==> src/ndc_pkg.sv <==
`timescale 1ns / 1ps
// ----------------------------------------------------------------------------
// ndc_pkg
// Shared widths, register indexes, controller command types and helpers
// for the network delay calculator.
// ----------------------------------------------------------------------------
package ndc_pkg;

  localparam int NODES       = 16;
  localparam int NODE_W      = 4;
  localparam int TABLE_DEPTH = NODES * NODES;
  localparam int TABLE_IDX_W = $clog2(TABLE_DEPTH);

  localparam int TIME_W      = 48;
  localparam int SIZE_W      = 12;
  localparam int WORD_W      = 16;
  localparam int SPAN_W      = 17;
  localparam int TIME16_W    = 16;
  localparam int MODE_W      = 2;
  localparam int COUNT_W     = 16;
  localparam int CFG_IDX_W   = 3;
  localparam int CFG_DATA_W  = 17;

  localparam int PACKET_W    = SIZE_W + TIME16_W;
  localparam int LOAD_W      = COUNT_W + TIME16_W - 8;
  localparam int BASE_W      = LOAD_W + 1;

  // remainder unit: DIV_BITS quotient bits resolved per cycle
  localparam int DIV_BITS    = 4;
  localparam int DIV_STEPS   = WORD_W / DIV_BITS;
  localparam int DIV_CNT_W   = $clog2(DIV_STEPS);

  localparam logic [TIME_W-1:0]  MAX_TIME  = '1;
  localparam logic [COUNT_W-1:0] MAX_COUNT = '1;

  typedef enum logic [CFG_IDX_W-1:0] {
    CFG_CALC_MODE     = 3'd0,
    CFG_BASE_TIME     = 3'd1,
    CFG_RANDOM_SPAN   = 3'd2,
    CFG_PER_BYTE_TIME = 3'd3,
    CFG_PER_PACKET_Q8 = 3'd4,
    CFG_ENFORCE_ORDER = 3'd5
  } cfg_idx_e;

  typedef enum logic [MODE_W-1:0] {
    MODE_CONSTANT = 2'd0,
    MODE_RANDOM   = 2'd1,
    MODE_LOADED   = 2'd2,
    MODE_LOADED_X = 2'd3
  } calc_mode_e;

  typedef enum logic {
    REQ_SENT      = 1'b0,
    REQ_DELIVERED = 1'b1
  } req_type_e;

  typedef struct packed {
    logic [MODE_W-1:0]   calc_mode;
    logic [TIME16_W-1:0] base_time;
    logic [SPAN_W-1:0]   random_span;
    logic [TIME16_W-1:0] per_byte_time;
    logic [TIME16_W-1:0] per_packet_q8;
    logic                enforce_order;
  } cfg_t;

  typedef struct packed {
    logic load;
    logic dec;
    logic div_step;
    logic base;
    logic order;
    logic sum;
    logic out_load;
  } ctrl_cmd_t;

  typedef struct packed {
    logic in_valid;
    logic in_delivered;
    logic out_free;
  } ctrl_status_t;

  function automatic logic [TIME_W-1:0] sat_time(input logic [TIME_W:0] v);
    sat_time = v[TIME_W] ? MAX_TIME : v[TIME_W-1:0];
  endfunction

endpackage

==> src/ndc_cfg.sv <==
`timescale 1ns / 1ps
// ----------------------------------------------------------------------------
// ndc_cfg
// Configuration register file, written through a plain write port.
// ----------------------------------------------------------------------------
module ndc_cfg (
  input  logic                              clk_i,
  input  logic                              rst_ni,
  input  logic                              cfg_we_i,
  input  logic [ndc_pkg::CFG_IDX_W-1:0]     cfg_index_i,
  input  logic [ndc_pkg::CFG_DATA_W-1:0]    cfg_data_i,
  output ndc_pkg::cfg_t                     cfg_o
);

  ndc_pkg::cfg_t cfg_q, cfg_d;

  always_comb begin
    cfg_d = cfg_q;
    if (cfg_we_i) begin
      case (ndc_pkg::cfg_idx_e'(cfg_index_i))
        ndc_pkg::CFG_CALC_MODE:
          cfg_d.calc_mode = cfg_data_i[ndc_pkg::MODE_W-1:0];
        ndc_pkg::CFG_BASE_TIME:
          cfg_d.base_time = cfg_data_i[ndc_pkg::TIME16_W-1:0];
        ndc_pkg::CFG_RANDOM_SPAN:
          cfg_d.random_span = cfg_data_i[ndc_pkg::SPAN_W-1:0];
        ndc_pkg::CFG_PER_BYTE_TIME:
          cfg_d.per_byte_time = cfg_data_i[ndc_pkg::TIME16_W-1:0];
        ndc_pkg::CFG_PER_PACKET_Q8:
          cfg_d.per_packet_q8 = cfg_data_i[ndc_pkg::TIME16_W-1:0];
        ndc_pkg::CFG_ENFORCE_ORDER:
          cfg_d.enforce_order = cfg_data_i[0];
        default: begin
        end
      endcase
    end
  end

  always_ff @(posedge clk_i or negedge rst_ni) begin
    if (!rst_ni) begin
      cfg_q.calc_mode     <= ndc_pkg::MODE_CONSTANT;
      cfg_q.base_time     <= '0;
      cfg_q.random_span   <= ndc_pkg::SPAN_W'(1);
      cfg_q.per_byte_time <= '0;
      cfg_q.per_packet_q8 <= '0;
      cfg_q.enforce_order <= 1'b1;
    end else begin
      cfg_q <= cfg_d;
    end
  end

  assign cfg_o = cfg_q;

endmodule

==> config.mk <==
export PLATFORM = sky130hd
export DESIGN_NAME = ndc_cfg
export DESIGN_NICKNAME = d
export VERILOG_FILES = /design/src/ndc_pkg.sv /design/src/ndc_cfg.sv
export SDC_FILE = /design/constraint.sdc
export NUM_CORES = 1
export LEC_CHECK = 0
export BUFFER_PORTS_ARGS = -buffer_cell sky130_fd_sc_hd__buf_2
export CAP_MARGIN = 15
export CORE_MARGIN = 1.5
export CORE_UTILIZATION = 52
export CTS_BUF_LIST = sky130_fd_sc_hd__clkbuf_4 sky130_fd_sc_hd__clkbuf_8
export DETAILED_ROUTE_END_ITERATION = 16
export PLACE_DENSITY = 0.82
export SLEW_MARGIN = 15
export SYNTH_ARGS = -nofsm -noshare
export SYNTH_HDL_FRONTEND = slang
export SYNTH_SLANG_ARGS = --single-unit
==> constraint.sdc <==
create_clock -name clk_i -period 0.88 [get_ports clk_i]
set_input_delay 0.176 -clock clk_i [delete_from_list [all_inputs] [get_ports clk_i]]
set_output_delay 0.176 -clock clk_i [all_outputs]
set_load 0.1 [all_outputs]
==> metrics.txt, run 1 <==
GPL Wtd Cong about 0.74; most frequent cell after synthesis dfrtp_1; H-tree level count 3; Exit stage clock tree synthesis; Post-Syn Area per Cell 18.20 sq um; Yosys top cell by area dfrtp_1; port bufs 90; Seq/Total Area, Yosys 62.85%; share of the synthesized area in the top cell type around three fifths; # placed instances 316; syn nets 172; io pins a little over 90; Detailed Place HPWL between 5 and 6 mm; Yosys cell types 11; Synth Register Bits 68; Syn. warnings 0; stop err [ERROR DPL-0038] Utilization greater than 100%, impossible to legalize; clk sink count 68; Initial Util 53.43%; Commonest cells post-synth dfrtp_1, mux2_2, mux2_4; TritonCTS buffer count 9; outcome aborted with a tool error; chip width 75.21 um; top cells by area, synth dfrtp_1, mux2_2, mux2_4; cells after synthesis roughly 150; number of flops mapped to enable cells by yosys 0; Post-Syn Area 2711 sq um; Core Rows 26; die span in y 75.21 um; ys flop type dfrtp_1; CTS max path bufs 2; Post-synth ARST share 100.0%; Post-CTS Hold Buffers 1; post_cts resized 68; root buffer cell clkbuf_8; Setup Buffers After CTS 25
cells by family after synthesis:
| group | after synthesis | share of synthesized area (%) |
|---|---|---|
| buffers and inverters | 7 | 3.553 |
| DFF | 68 | 62.85 |
| and+or+nand+nor | 6 | 2.584 |
| muxes | 68 | 31.01 |
per-stage QoR:
stage | setup WS, ns | cell area [sq um]
after detailed placement | -0.4492 | 4607
after floorplan | -0.2526 | 3005
after global placement | -0.4041 | 4607
==> run 2, diff against run 1 <==
Settings changed: CORE_UTILIZATION 52 to 40, CTS_BUF_LIST sky130_fd_sc_hd__clkbuf_4 sky130_fd_sc_hd__clkbuf_8 to default, PLACE_DENSITY 0.82 to default, PLACE_DENSITY_LB_ADDON from default to 0.15.
==> metrics.txt, run 2 <==
average routed wire per standard cell just over 20 um; top cells by area, synth dfrtp_1, mux2_2, mux2_4; clk sink count 68; number of flops mapped to enable cells by yosys 0; io pins between 90 and 100; GRT overflow 0; worst-path maximum fanout 2; cells after synthesis 149; Bufs and invs on worst path 1; max reg flops 68; initial antenna violation count 0; Clock Latency Late Sink between 0.3 and 0.4 ns; R2R cell count 2; Peak Freq about 760 MHz; port bufs 90; failing checks design-rule violations, negative setup slack; CP startpoint kind flop; GPL Wtd Cong 0.6671; ys flop type dfrtp_1; Yosys cell types 11; number of cells on the critical path 1; Worst VDD drop 2.228 mV; vias in the first global route between 1500 and 2000; Filler Cells Inserted 318; H-tree level count 3; Post-Syn Area per Cell around 18 sq um; Seq/Total Area, Yosys 62.85%; Yosys top cell by area dfrtp_1; share of cells above drive strength 1 between 90% and 100%; Leak Pwr 0.002388 uW; WS Path Type flop to output port; Total GRT Usage 22.09%; Initial Util 41.98%; Slew headroom 81.98%; chip width about 85 um; final clock skew 0 ns; Worst Max-Slew Pin Slew 0.2702 ns; HP Class input pin to flop; max_cap viols 0; initial drt markers 58; Register Area between 1500 and 2000 sq um; share of the synthesized area in the top cell type 60.91%; syn nets 172; Detailed Place HPWL between 4 and 5 mm; Ant. Diodes 0; nets 306; final instance area 5334 sq um; Via density between 4 and 5; CP startpoint cfg_o[33]; r2r setup slk -0.11 ns; global-route wire length before repair 11.74 mm; final worst slack -0.4365 ns; pwr dens 3347 nW/um^2; Final Cycle Share 149.6%; Post-synth ARST share 100.0%; Commonest cells post-synth dfrtp_1, mux2_2, mux2_4; Req. time, crit path 0.70 ns; CP Cell Sequence buf_12; most frequent cell after synthesis dfrtp_1; via count about 1800; worst reg2reg path startpoint cfg_o[67]; CP delay by family, top flip-flops; number of remaining DRC errors 5; crit-path max cell delay 0.64 ns; TritonCTS buffer count 9; largest net degree at the start of global routing 50; Syn. warnings 0; outcome complete, but fails checks; CP endpoint cfg_o[33]; Hold Fails Final Rpt 0; endpoints failing setup 132; RSZ-0062 raised after global routing yes; Placement Cell Area 4626 sq um; drt first pass iters 12; RR Endpoint cfg_o[67]; die span in y between 80 and 90 um; hold_ws 0.08163 ns; Clock Pin Slew Worst Setup and Hold Paths ~0.07 ns; most frequent cells in the layout buf_12, mux2_4, dfrtp_4, dfrtp_2, buf_6; CTS tree built; P&R area growth vs syn 96.72%; min cycle time layout 1.317 ns; area of the multi-input gates 1119 sq um; commonest non-fill, non-tap cell in the layout buf_12; die footprint 7281 sq um; Final Max Slew Viols 0; Synth Register Bits 68; core area 6459 sq um; CTS max path bufs 2; Slowest-stage cell, CP dfstp_4; drt total wl between 7 and 8 mm; Post-Syn Area 2711 sq um; post-route ant nets 0; Core Rows 29; WP data arrival approximately 1.1 ns; Critical Path End Type output port; root buffer cell clkbuf_8
run 2: cell type report:
class                   count  area share, %
clock buffers              11          2.651
flip-flops and latches     68          35.28
well taps                  77          1.806
multi-input cells          74          20.97
clock inverters             5          1.407
repair buffers            130          37.88
run 2: logic make-up after synthesis:
| kind of cell | synth area share, % |
|---|---|
| buffers and inverters | 3.553 |
| flip-flops | 62.85 |
| multiplexers | 31.01 |
| AND/OR/NAND/NOR | 2.584 |
run 2: worst min path at each step:
stage,from,endpoint,slack (ns),cells after the start
global placement,rst_ni,cfg_o[35],0.20,2
CTS,cfg_data_i[16],cfg_o[49],0.06,2
global route,cfg_data_i[16],cfg_o[49],0.07,2
floorplan,rst_ni,cfg_o[10],-0.12,0
finish,cfg_data_i[16],cfg_o[49],0.08,2
detailed placement,rst_ni,cfg_o[35],0.20,2
run 2: metal layers:
metal | up-vias | share of wire, % | global-route usage, %
li1 | 798 | - | -
met1 | 905 | 43 | 28.50
met2 | 60 | 51 | 35.93
met3 | 4 | 5.6 | 7.588
met4 | 0 | 0.47 | 5.718
met5 | - | 0 | 0
run 2: what timing repair did:
item                       in CTS  in global routing
cloned                          3                  0
setup endpoints to repair     109                128
pin swaps                       4                  2
setup buffers                  18                 15
hold endpoints to repair       66                  0
hold buffers                    1                  0
resized for setup              61                 19
run 2: metrics by stage:
| step | power (uW) | setup WS (ns) | utilization, % | std cells | TNS (ns) |
|---|---|---|---|---|---|
| 3_3_place_gp | 14340 | -0.4018 | 71.62 | 321 | -23.92 |
| 2_1_floorplan | 10650 | -0.2526 | - | 149 | -12.80 |
| 6_report | 17850 | -0.4365 | 82.58 | 365 | -20.67 |
| 5_1_grt | 18370 | -0.4687 | 82.58 | 365 | -23.11 |
| 3_5_place_dp | 14460 | -0.4246 | 71.62 | 321 | -25.05 |
| 4_1_cts | 17780 | -0.4508 | 81.48 | 359 | -21.22 |
run 2: power breakdown:
group          switching [uW]  internal (uW)  total [uW]  leakage (uW)
Sequential                847           4150        4990      0.000744
Combinational            6010           4060       10100       0.00153
Clock                    1130           1660        2790      0.000113
Total                    7990           9860       17900       0.00239
No activity file was read; power rests on OpenSTA's default activity.
