File: src/ndc_pkg.sv
`timescale 1ns / 1ps
// ----------------------------------------------------------------------------
// ndc_pkg
// Shared widths, register indexes, controller command types and helpers
// for the network delay calculator.
// ----------------------------------------------------------------------------
package ndc_pkg;

  localparam int NODES       = 16;
  localparam int NODE_W      = 4;
  localparam int TABLE_DEPTH = NODES * NODES;
  localparam int TABLE_IDX_W = $clog2(TABLE_DEPTH);

  localparam int TIME_W      = 48;
  localparam int SIZE_W      = 12;
  localparam int WORD_W      = 16;
  localparam int SPAN_W      = 17;
  localparam int TIME16_W    = 16;
  localparam int MODE_W      = 2;
  localparam int COUNT_W     = 16;
  localparam int CFG_IDX_W   = 3;
  localparam int CFG_DATA_W  = 17;

  localparam int PACKET_W    = SIZE_W + TIME16_W;
  localparam int LOAD_W      = COUNT_W + TIME16_W - 8;
  localparam int BASE_W      = LOAD_W + 1;

  // remainder unit: DIV_BITS quotient bits resolved per cycle
  localparam int DIV_BITS    = 4;
  localparam int DIV_STEPS   = WORD_W / DIV_BITS;
  localparam int DIV_CNT_W   = $clog2(DIV_STEPS);

  localparam logic [TIME_W-1:0]  MAX_TIME  = '1;
  localparam logic [COUNT_W-1:0] MAX_COUNT = '1;

  typedef enum logic [CFG_IDX_W-1:0] {
    CFG_CALC_MODE     = 3'd0,
    CFG_BASE_TIME     = 3'd1,
    CFG_RANDOM_SPAN   = 3'd2,
    CFG_PER_BYTE_TIME = 3'd3,
    CFG_PER_PACKET_Q8 = 3'd4,
    CFG_ENFORCE_ORDER = 3'd5
  } cfg_idx_e;

  typedef enum logic [MODE_W-1:0] {
    MODE_CONSTANT = 2'd0,
    MODE_RANDOM   = 2'd1,
    MODE_LOADED   = 2'd2,
    MODE_LOADED_X = 2'd3
  } calc_mode_e;

  typedef enum logic {
    REQ_SENT      = 1'b0,
    REQ_DELIVERED = 1'b1
  } req_type_e;

  typedef struct packed {
    logic [MODE_W-1:0]   calc_mode;
    logic [TIME16_W-1:0] base_time;
    logic [SPAN_W-1:0]   random_span;
    logic [TIME16_W-1:0] per_byte_time;
    logic [TIME16_W-1:0] per_packet_q8;
    logic                enforce_order;
  } cfg_t;

  typedef struct packed {
    logic load;
    logic dec;
    logic div_step;
    logic base;
    logic order;
    logic sum;
    logic out_load;
  } ctrl_cmd_t;

  typedef struct packed {
    logic in_valid;
    logic in_delivered;
    logic out_free;
  } ctrl_status_t;

  function automatic logic [TIME_W-1:0] sat_time(input logic [TIME_W:0] v);
    sat_time = v[TIME_W] ? MAX_TIME : v[TIME_W-1:0];
  endfunction

endpackage

File: src/ndc_ctrl.sv
`timescale 1ns / 1ps
// ----------------------------------------------------------------------------
// ndc_ctrl
// Sequencer: steps one send request through remainder, base, ordering and
// sum, then hands the delay to the output register.
// ----------------------------------------------------------------------------
module ndc_ctrl (
  input  logic                  clk_i,
  input  logic                  rst_ni,
  input  ndc_pkg::ctrl_status_t status_i,
  output ndc_pkg::ctrl_cmd_t    cmd_o,
  output logic                  in_ready_o
);

  typedef enum logic [5:0] {
    ST_IDLE  = 6'b000001,
    ST_DIV   = 6'b000010,
    ST_BASE  = 6'b000100,
    ST_ORDER = 6'b001000,
    ST_SUM   = 6'b010000,
    ST_OUT   = 6'b100000
  } state_e;

  state_e                        state_q, state_d;
  logic [ndc_pkg::DIV_CNT_W-1:0] cnt_q, cnt_d;

  always_comb begin
    state_d = state_q;
    cnt_d   = cnt_q;
    cmd_o   = '0;
    case (state_q)
      ST_IDLE: begin
        if (status_i.in_valid) begin
          if (status_i.in_delivered) begin
            cmd_o.dec = 1'b1;
          end else begin
            cmd_o.load = 1'b1;
            cnt_d      = '0;
            state_d    = ST_DIV;
          end
        end
      end
      ST_DIV: begin
        cmd_o.div_step = 1'b1;
        cnt_d          = cnt_q + 1'b1;
        if (cnt_q == ndc_pkg::DIV_CNT_W'(ndc_pkg::DIV_STEPS - 1)) begin
          state_d = ST_BASE;
        end
      end
      ST_BASE: begin
        cmd_o.base = 1'b1;
        state_d    = ST_ORDER;
      end
      ST_ORDER: begin
        cmd_o.order = 1'b1;
        state_d     = ST_SUM;
      end
      ST_SUM: begin
        cmd_o.sum = 1'b1;
        state_d   = ST_OUT;
      end
      ST_OUT: begin
        if (status_i.out_free) begin
          cmd_o.out_load = 1'b1;
          state_d        = ST_IDLE;
        end
      end
      default: begin
        state_d = ST_IDLE;
      end
    endcase
  end

  always_ff @(posedge clk_i or negedge rst_ni) begin
    if (!rst_ni) begin
      state_q <= ST_IDLE;
      cnt_q   <= '0;
    end else begin
      state_q <= state_d;
      cnt_q   <= cnt_d;
    end
  end

  assign in_ready_o = (state_q == ST_IDLE);

endmodule

File: config.mk
export PLATFORM = sky130hd
export DESIGN_NAME = ndc_ctrl
export DESIGN_NICKNAME = d
export VERILOG_FILES = /design/src/ndc_pkg.sv /design/src/ndc_ctrl.sv
export SDC_FILE = /design/constraint.sdc
export NUM_CORES = 1
export LEC_CHECK = 0
export BUFFER_PORTS_ARGS = -buffer_cell sky130_fd_sc_hd__buf_2
export CORE_UTILIZATION = 35
export CTS_CLUSTER_DIAMETER = 60
export CTS_CLUSTER_SIZE = 20
export DETAILED_ROUTE_END_ITERATION = 8
export PLACE_DENSITY = 0.55
export SYNTH_ARGS = -nofsm -noshare
export SYNTH_HDL_FRONTEND = slang
export SYNTH_SLANG_ARGS = --single-unit
File: constraint.sdc
create_clock -name clk_i -period 2.5 [get_ports clk_i]
set_input_delay 0.125 -clock clk_i [delete_from_list [all_inputs] [get_ports clk_i]]
set_output_delay 0.125 -clock clk_i [all_outputs]
set_load 0.01 [all_outputs]
Yosys cells after proc, flatten, opt, wreduce, memory -nomap -nowiden --
Cells that the tools add are included.
Word-level totals: register bits after elaboration 8, input bits 5, output and inout port bits 8, logic and storage cells 35
Operators by class: add/subtract/negate cells 1, equality and inequality tests 11, multiplexer cells 18, reduce and logical (&&, ||, !) cells 3
Operators by type and width (number):
- 6-bit one-hot mux with 6 select lines | 1
- 6-bit two-way mux | 4
- 1-bit two-way mux | 8
- 2-bit two-way mux | 4
- 2-bit != test (second input constant) | 4
- 6-bit by 1-bit equality test with 1-bit output (second input constant) | 1
- 6-bit by 2-bit equality test with 1-bit output (second input constant) | 1
- 6-bit by 3-bit equality test with 1-bit output (second input constant) | 1
- 6-bit by 4-bit equality test with 1-bit output (second input constant) | 1
- 6-bit by 5-bit equality test with 1-bit output (second input constant) | 1
- 6-bit equality test (second input constant) | 1
- 2-bit one-hot mux with 2 select lines | 1
- 4-bit AND reduction | 1
- 3-bit AND reduction | 1
- 2-bit by 1-bit adder with 2-bit output (second input constant) | 1
- 2-bit equality test (second input constant) | 1
- 2-bit nonzero test | 1

Logic depth before layout (Yosys ltp) --
Gate-level depths: netlist of the first run.
depth after elaboration 3, depth in mapped cells 5, depth with buffers taken out 4

Least setup slack after synthesis of the first run --
Ideal clock, no wire load.
path type flip-flop to output port, start register state_q[2], end output port cmd_o[6] (netlist bit), arrival time 1.594 ns, data required time 2.375 ns, slack 0.781 ns, cell stages (with the launch flop) 6, path buffers 2, cells stage by stage dfrtp_1 > buf_6 > or4_1 > buf_2 > nor3b_4 > nor3b_2
RTL lines:
- start, declared | line ndc_ctrl.sv:24 | state_e state_q, state_d;
- start signal, assigned | line ndc_ctrl.sv:79 | state_q <= state_d;
- end, declared | line ndc_ctrl.sv:11 | output ndc_pkg::ctrl_cmd_t cmd_o,

==> results.yml, run 1 <==
routing:
  drc: 0
  wl_per_cell_um: 12.21
  drtAntennaViolNets: 0
  via_per_inst: 5.519
  vias: 447
  first_pass_iters: 4
  initialDrtViolationCount: 9
  wl_um: 989
logic_synthesis:
  synth_largest_area_cell: "dfrtp_1"
  synth_nets: 60
  ys.flop_type: "dfrtp_1"
  syn_inst: 54
  ys_types: 25
  syn_avg_cell_area_um2: 9.940
  async_flop_share_pct: 100.0
  synth_top_area_share_pct: 32.63
  synth_area_leaders: "dfrtp_1, nor3b_4, nor3b_1"
  synth_warnings: 0
  ys_seq_elements: 8
  synth_edf_count: 0
  synth_area_um2: 536.8
  ys_seq_area_share_pct: 37.53
cells_and_area:
  layout_commonest_cell: "buf_2"
  fin_nets: 73
  n_fill_cell: 144
  final_cell_mix: "buf_2, dfrtp_1, or4_1, nor3b_1, o21ai_0"
  stdcell_count: 81
  fin_util_pct: 45.70
  num_antenna_cells: 0
  area_growth_pct: 16.32
  drive_above_1_share_pct: 34.85
worst_setup_path:
  rr_worst_depth: 3
  cp.required_ns: 2.38
  critPathCaptureType: "output port"
  setup.worst_path.start_class: "flip-flop"
  crit_chain: "or4_1 -> nor3b_4 -> nor3b_2 -> buf_2"
  max_stage_delay_ns: 0.71
  crit_slowest_cell: "or4_1"
  worstSetupPathType: "flip-flop to output port"
  cp_data_arrival_time_ns: 1.96
  cp_max_fo: 9
die:
  ioPinCount: 13
  dieHeight_um: 41.16
  num_rows: 13
  core_mm2: 0.001366
  initial_core_util_pct: 39.29
  dieArea_mm2: 0.001694
  die_x_um: 41.16
placement:
  port_buffers: 12
  dp_hpwl_um: 736.7
  gp_congestion: 0.6208
  dp_cells: 76
timing:
  period_needed_ns: 2.088
  fmax_mhz: 478.9
  final_max_slew_viol_count: 0
  tns_ns: 0
  worstMarginPinSlew_ns: 0.3800
  slew_headroom_pct: 74.43
  rsz0062_at_grt: "no"
  fin_hold_ws_ns: 0.1635
  hold_violations: 0
  final.setup_skew_ns: 0.0001348
  final.period_utilization_pct: 83.52
  setup-violations-final: 0
clock_network:
  cts_sinks: 8
  cts-root-buf: "clkbuf_4"
  cts_tree: "done"
  cts-buffers-inserted: 3
  clockBufferDepth: 2
  clkSlewWorstSetupHoldPaths_ns: 0.06
  clk_latency_ns: 0.25
  cts_max_level: 1
global_route:
  grt_pass1_wl_um: 1518
  antenna_found_initial: 0
  grt_pass1_vias: 338
  grt_max_degree: 13
  overflow: 0
  grt_use_total_pct: 14.51
power:
  leakagePower_nw: 0.2763
  ir_drop_mv: 0.3818
  cellPowerDensity_mw_per_mm2: 758.2
worst_hold_path:
  hold_path_class: "primary input to flip-flop"
  min_path_cells: 3
run:
  cap_violations: 0
outcome:
  outcome: "finished clean"
==> registers in the layout, indices dropped and copies added (netlist names) <==
register and count:
state_q 6, cnt_q 2
==> critical path: cells and delay by family (launching register included) <==
kind                   cells  cell delay (ns)
AND/OR/NAND/NOR            3             1.13
buffers and inverters      1             0.15
flip-flops                 1             0.44
==> worst paths after layout <==
kind,end,slack (ns),from
setup / recovery,cmd_o[6],0.41,state_q[5]
hold / removal,state_q[5],0.16,status_i[0]
setup reg to reg,state_q[0],0.78,state_q[5]
hold reg to reg,cnt_q[0],0.52,cnt_q[0]
max in group asynchronous,state_q[0],2.02,rst_ni
min in group asynchronous,state_q[1],0.24,rst_ni
==> power breakdown <==
part / internal, W / total [W] / switching [W]
Combinational: 0.0000926 / 0.000163 / 0.0000702
Clock: 0.0000611 / 0.000106 / 0.0000451
Sequential: 0.000158 / 0.000204 / 0.0000464
==> timing repair <==
action,in CTS,in global routing
gates resized for setup,0,0
endpoints found under the setup margin,0,0
hold buffers,1,0
hold endpoints to repair,8,0
setup buffers,0,0
==> Yosys cell counts (2+ instances only) <==
| library cell | count |
|---|---|
| dfrtp_1 | 7 |
| nor3b_1 | 4 |
| o21ai_0 | 4 |
| or4_1 | 4 |
| a21oi_1 | 3 |
| clkbuf_1 | 3 |
| nand2b_1 | 3 |
| nor2_1 | 3 |
| or3b_2 | 3 |
| a221oi_1 | 2 |
| and3_1 | 2 |
| inv_1 | 2 |
| nor3b_4 | 2 |
==> through the flow <==
stage	setup WS [ns]	area, um^2	power (W)
2_1_floorplan	0.7811	536.8	0.0003252
3_3_place_gp	0.7002	588.1	0.0003709
3_5_place_dp	0.6841	588.1	0.0003707
4_1_cts	0.3964	624.3	0.0004814
5_1_grt	0.3061	624.3	0.0005140
6_report	0.4120	624.3	0.0004734
==> per-layer routing <==
metal  part of all wire [%]  track usage, %  up-vias
met1                     51           20.60      211
met4                      0           4.839        0
met3                    5.5           8.152        0
met2                     44           17.97        7
li1                       -               -      229
met5                      0               0        -
==> cell type report <==
type / count / area (um^2) / share of cell area, %
Clock buffer: 4 / 26.28 / 4.208
Sequential cell: 8 / 201.4 / 32.26
Timing Repair Buffer: 13 / 70.07 / 11.22
Inverter: 2 / 7.507 / 1.202
Multi-Input combinational cell: 39 / 300.3 / 48.10
Tap cell: 15 / 18.77 / 3.006
==> logic make-up after synthesis <==
| logic type | after synthesis | share of synthesized area [%] |
|---|---|---|
| and+or+nand+nor | 25 | 37.07 |
| AOI/OAI and AO/OA | 12 | 14.45 |
| DFF | 8 | 37.53 |
| buffers and inverters | 7 | 6.526 |
| muxes | 1 | 2.098 |
| adders and majority gates | 1 | 2.331 |
No activity file was read; power rests on OpenSTA's default activity.
==> inputs of run 2 (changes only) <==
--- a/config.mk
+++ b/config.mk
@@ -10,7 +10,7 @@
 export CTS_CLUSTER_DIAMETER = 60
 export CTS_CLUSTER_SIZE = 20
 export DETAILED_ROUTE_END_ITERATION = 8
-export PLACE_DENSITY = 0.55
+export PLACE_DENSITY = 0.57
 export SYNTH_ARGS = -nofsm -noshare
 export SYNTH_HDL_FRONTEND = slang
 export SYNTH_SLANG_ARGS = --single-unit
==> constraint.sdc (replaced) <==
create_clock -name clk_i -period 1.83 [get_ports clk_i]
set_input_delay 0.0915 -clock clk_i [delete_from_list [all_inputs] [get_ports clk_i]]
set_output_delay 0.0915 -clock clk_i [all_outputs]
set_load 0.01 [all_outputs]
==> run 2 against run 1 <==
Net effect:
- count of clock-buffer cells in the layout unchanged
- the flow now finishes with violations (setup timing)
- largest power group unchanged
- register-to-register slack worse by 0.57 ns
- power grew 40%
- clock skew rose by 0.0080 ns
- flip-flop and latch count unchanged
- core utilization up 4.1 points
- worst hold slack worse by 0.037 ns
- sequential share of layout area shrank 2.7 points
- final cell count is 8.6% higher
- critical path depth is the same
==> results.yml, run 2 (synthesis gave the netlist of run 1 again) <==
outcome:
  outcome: "complete, but fails checks"
  violations: "setup timing"
power:
  switchingPower_w: 0.0002288
  p_seq_share_pct: 41.4
  leakagePower_nw: 0.3129
  p_clk_share_pct: 22.0
  ir_drop_mv: 0.3915
  internal_power_w: 0.0004349
  combinationalPowerShare_pct: 36.6
  finalPower_w: 0.0006638
  cellPowerDensity_mw_per_mm2: 975.2
  p_sw_share_pct: 34.47
global_route:
  grt_pass1_wl_um: 1628
  grt_pass1_vias: 372
  grt_use_total_pct: 15.09
  overflow: 0
  antenna_found_initial: 0
  grt_max_degree: 11
placement:
  port_buffers: 12
  dp_hpwl_um: 816.4
  dp_cells: 81
  gp_congestion: 0.7114
worst_setup_path:
  cp.required_ns: 1.74
  crit_slowest_cell: "or4_4"
  max_stage_delay_ns: 0.59
  worstSetupPathType: "flip-flop to output port"
  crit_chain: "or4_4 -> nor3b_4 -> nor3b_2 -> buf_2"
  critPathCaptureType: "output port"
  cp_max_fo: 4
  cp_data_arrival_time_ns: 1.75
  setup.worst_path.start_class: "flip-flop"
die:
  dieArea_mm2: 0.001694
  die_x_um: 41.16
  initial_core_util_pct: 39.29
  num_rows: 13
  core_mm2: 0.001366
  ioPinCount: 13
  dieHeight_um: 41.16
routing:
  drtAntennaViolNets: 0
  wl_per_cell_um: 12.65
  vias: 452
  first_pass_iters: 2
  via_per_inst: 5.136
  initialDrtViolationCount: 3
  wl_um: 1113
  drc: 0
clock_network:
  clockBufferDepth: 2
  clkSlewWorstSetupHoldPaths_ns: 0.06
  cts-buffers-inserted: 3
  cts_sinks: 8
  clk_latency_ns: 0.26
  cts-root-buf: "clkbuf_4"
  cts_max_level: 1
  cts_tree: "done"
cells_and_area:
  reg_top3: "state_q: 6 flops, cnt_q: 2 flops"
  largest_register_ffs: 6
  stdcell_count: 88
  fin_nets: 80
  regMostFlops: "state_q"
  num_antenna_cells: 0
  final_cell_mix: "buf_2, dfrtp_1, buf_4, nor3b_1, o21ai_0"
  drive_above_1_share_pct: 42.47
  area_growth_pct: 26.81
  layout_commonest_cell: "buf_2"
worst_hold_path:
  hold_path_class: "primary input to flip-flop"
timing:
  final.setup_skew_ns: 0.008103
  slew_headroom_pct: 75.48
  fin_hold_ws_ns: 0.1264
  period_needed_ns: 1.845
  final_max_slew_viol_count: 0
  timing.final.ws_setup_ns: -0.01532
  hold_violations: 0
  rsz0062_at_grt: "yes"
  setup-violations-final: 1
  fmax_mhz: 541.9
  worstMarginPinSlew_ns: 0.3644
  final.period_utilization_pct: 100.8
run:
  cap_violations: 0
## run 2: path summary, 6_finish.rpt
kind	from	endpoint	slack, ns	cells after the start
worst max-delay path	state_q[3]	cmd_o[6]	-0.02	4
worst min-delay path	status_i[1]	state_q[0]	0.13	3
worst max register to register	state_q[3]	state_q[0]	0.21	4
worst min register to register	cnt_q[0]	cnt_q[0]	0.54	1
max in group asynchronous	rst_ni	state_q[0]	1.39	2
min in group asynchronous	rst_ni	state_q[1]	0.20	2
## run 2: layer usage
layer | part of all wire (%) | global-route usage, % | wire [um] | vias to the layer above
met4 | 0 | 4.839 | 0 | 0
met5 | 0 | 0 | 0 | -
li1 | - | - | - | 242
met3 | 3.4 | 4.891 | 38 | 0
met2 | 46 | 20.31 | 515 | 6
met1 | 50 | 22.33 | 558 | 204
## run 2: worst max-delay path, delay by kind of cell, from the launching register on
kind          cells  cell delay [ns]
simple gates      3             0.97
flops             1             0.38
buf+inv           1             0.14
## run 2: cell type report
cell class | count | area, um^2
inverters | 2 | 7.507
well taps | 15 | 18.77
flip-flops and latches | 8 | 201.4
clock buffers | 4 | 26.28
fillers | 142 | 685.7
repair buffers | 20 | 122.6
multi-input cells | 39 | 304.0
## run 2: power by group through the flow
stage	combinational [W]	sequential, W	clock (W)
final	0.000243	0.000275	0.000146
after global routing	0.000277	0.000278	0.000163
after CTS	0.000249	0.000273	0.000152
after detailed placement	0.000245	0.000276	0
after global placement	0.000239	0.000274	0
after floorplan	0.000212	0.000232	0
## run 2: timing repair
| item | 4_1_cts | 5_1_grt |
|---|---|---|
| buffers inserted | 2 | 0 |
| hold buffers | 1 | 0 |
| gates resized for setup | 1 | 0 |
| pin swaps | 1 | 0 |
| setup endpoints to repair | 4 | 4 |
| endpoints found under the hold margin | 8 | 0 |
## run 2: metrics by stage
| step | setup TNS, ns | utilization (%) | cell area, um^2 | worst slack [ns] |
|---|---|---|---|---|
| 2_1_floorplan | 0 | - | 536.8 | 0.1446 |
| 3_3_place_gp | 0 | 45.79 | 625.6 | 0.1621 |
| 3_5_place_dp | 0 | 45.79 | 625.6 | 0.1285 |
| 4_1_cts | -0.04988 | 49.82 | 680.7 | -0.03682 |
| 5_1_grt | -0.2874 | 49.82 | 680.7 | -0.1167 |
| 6_report | -0.01532 | 49.82 | 680.7 | -0.01532 |
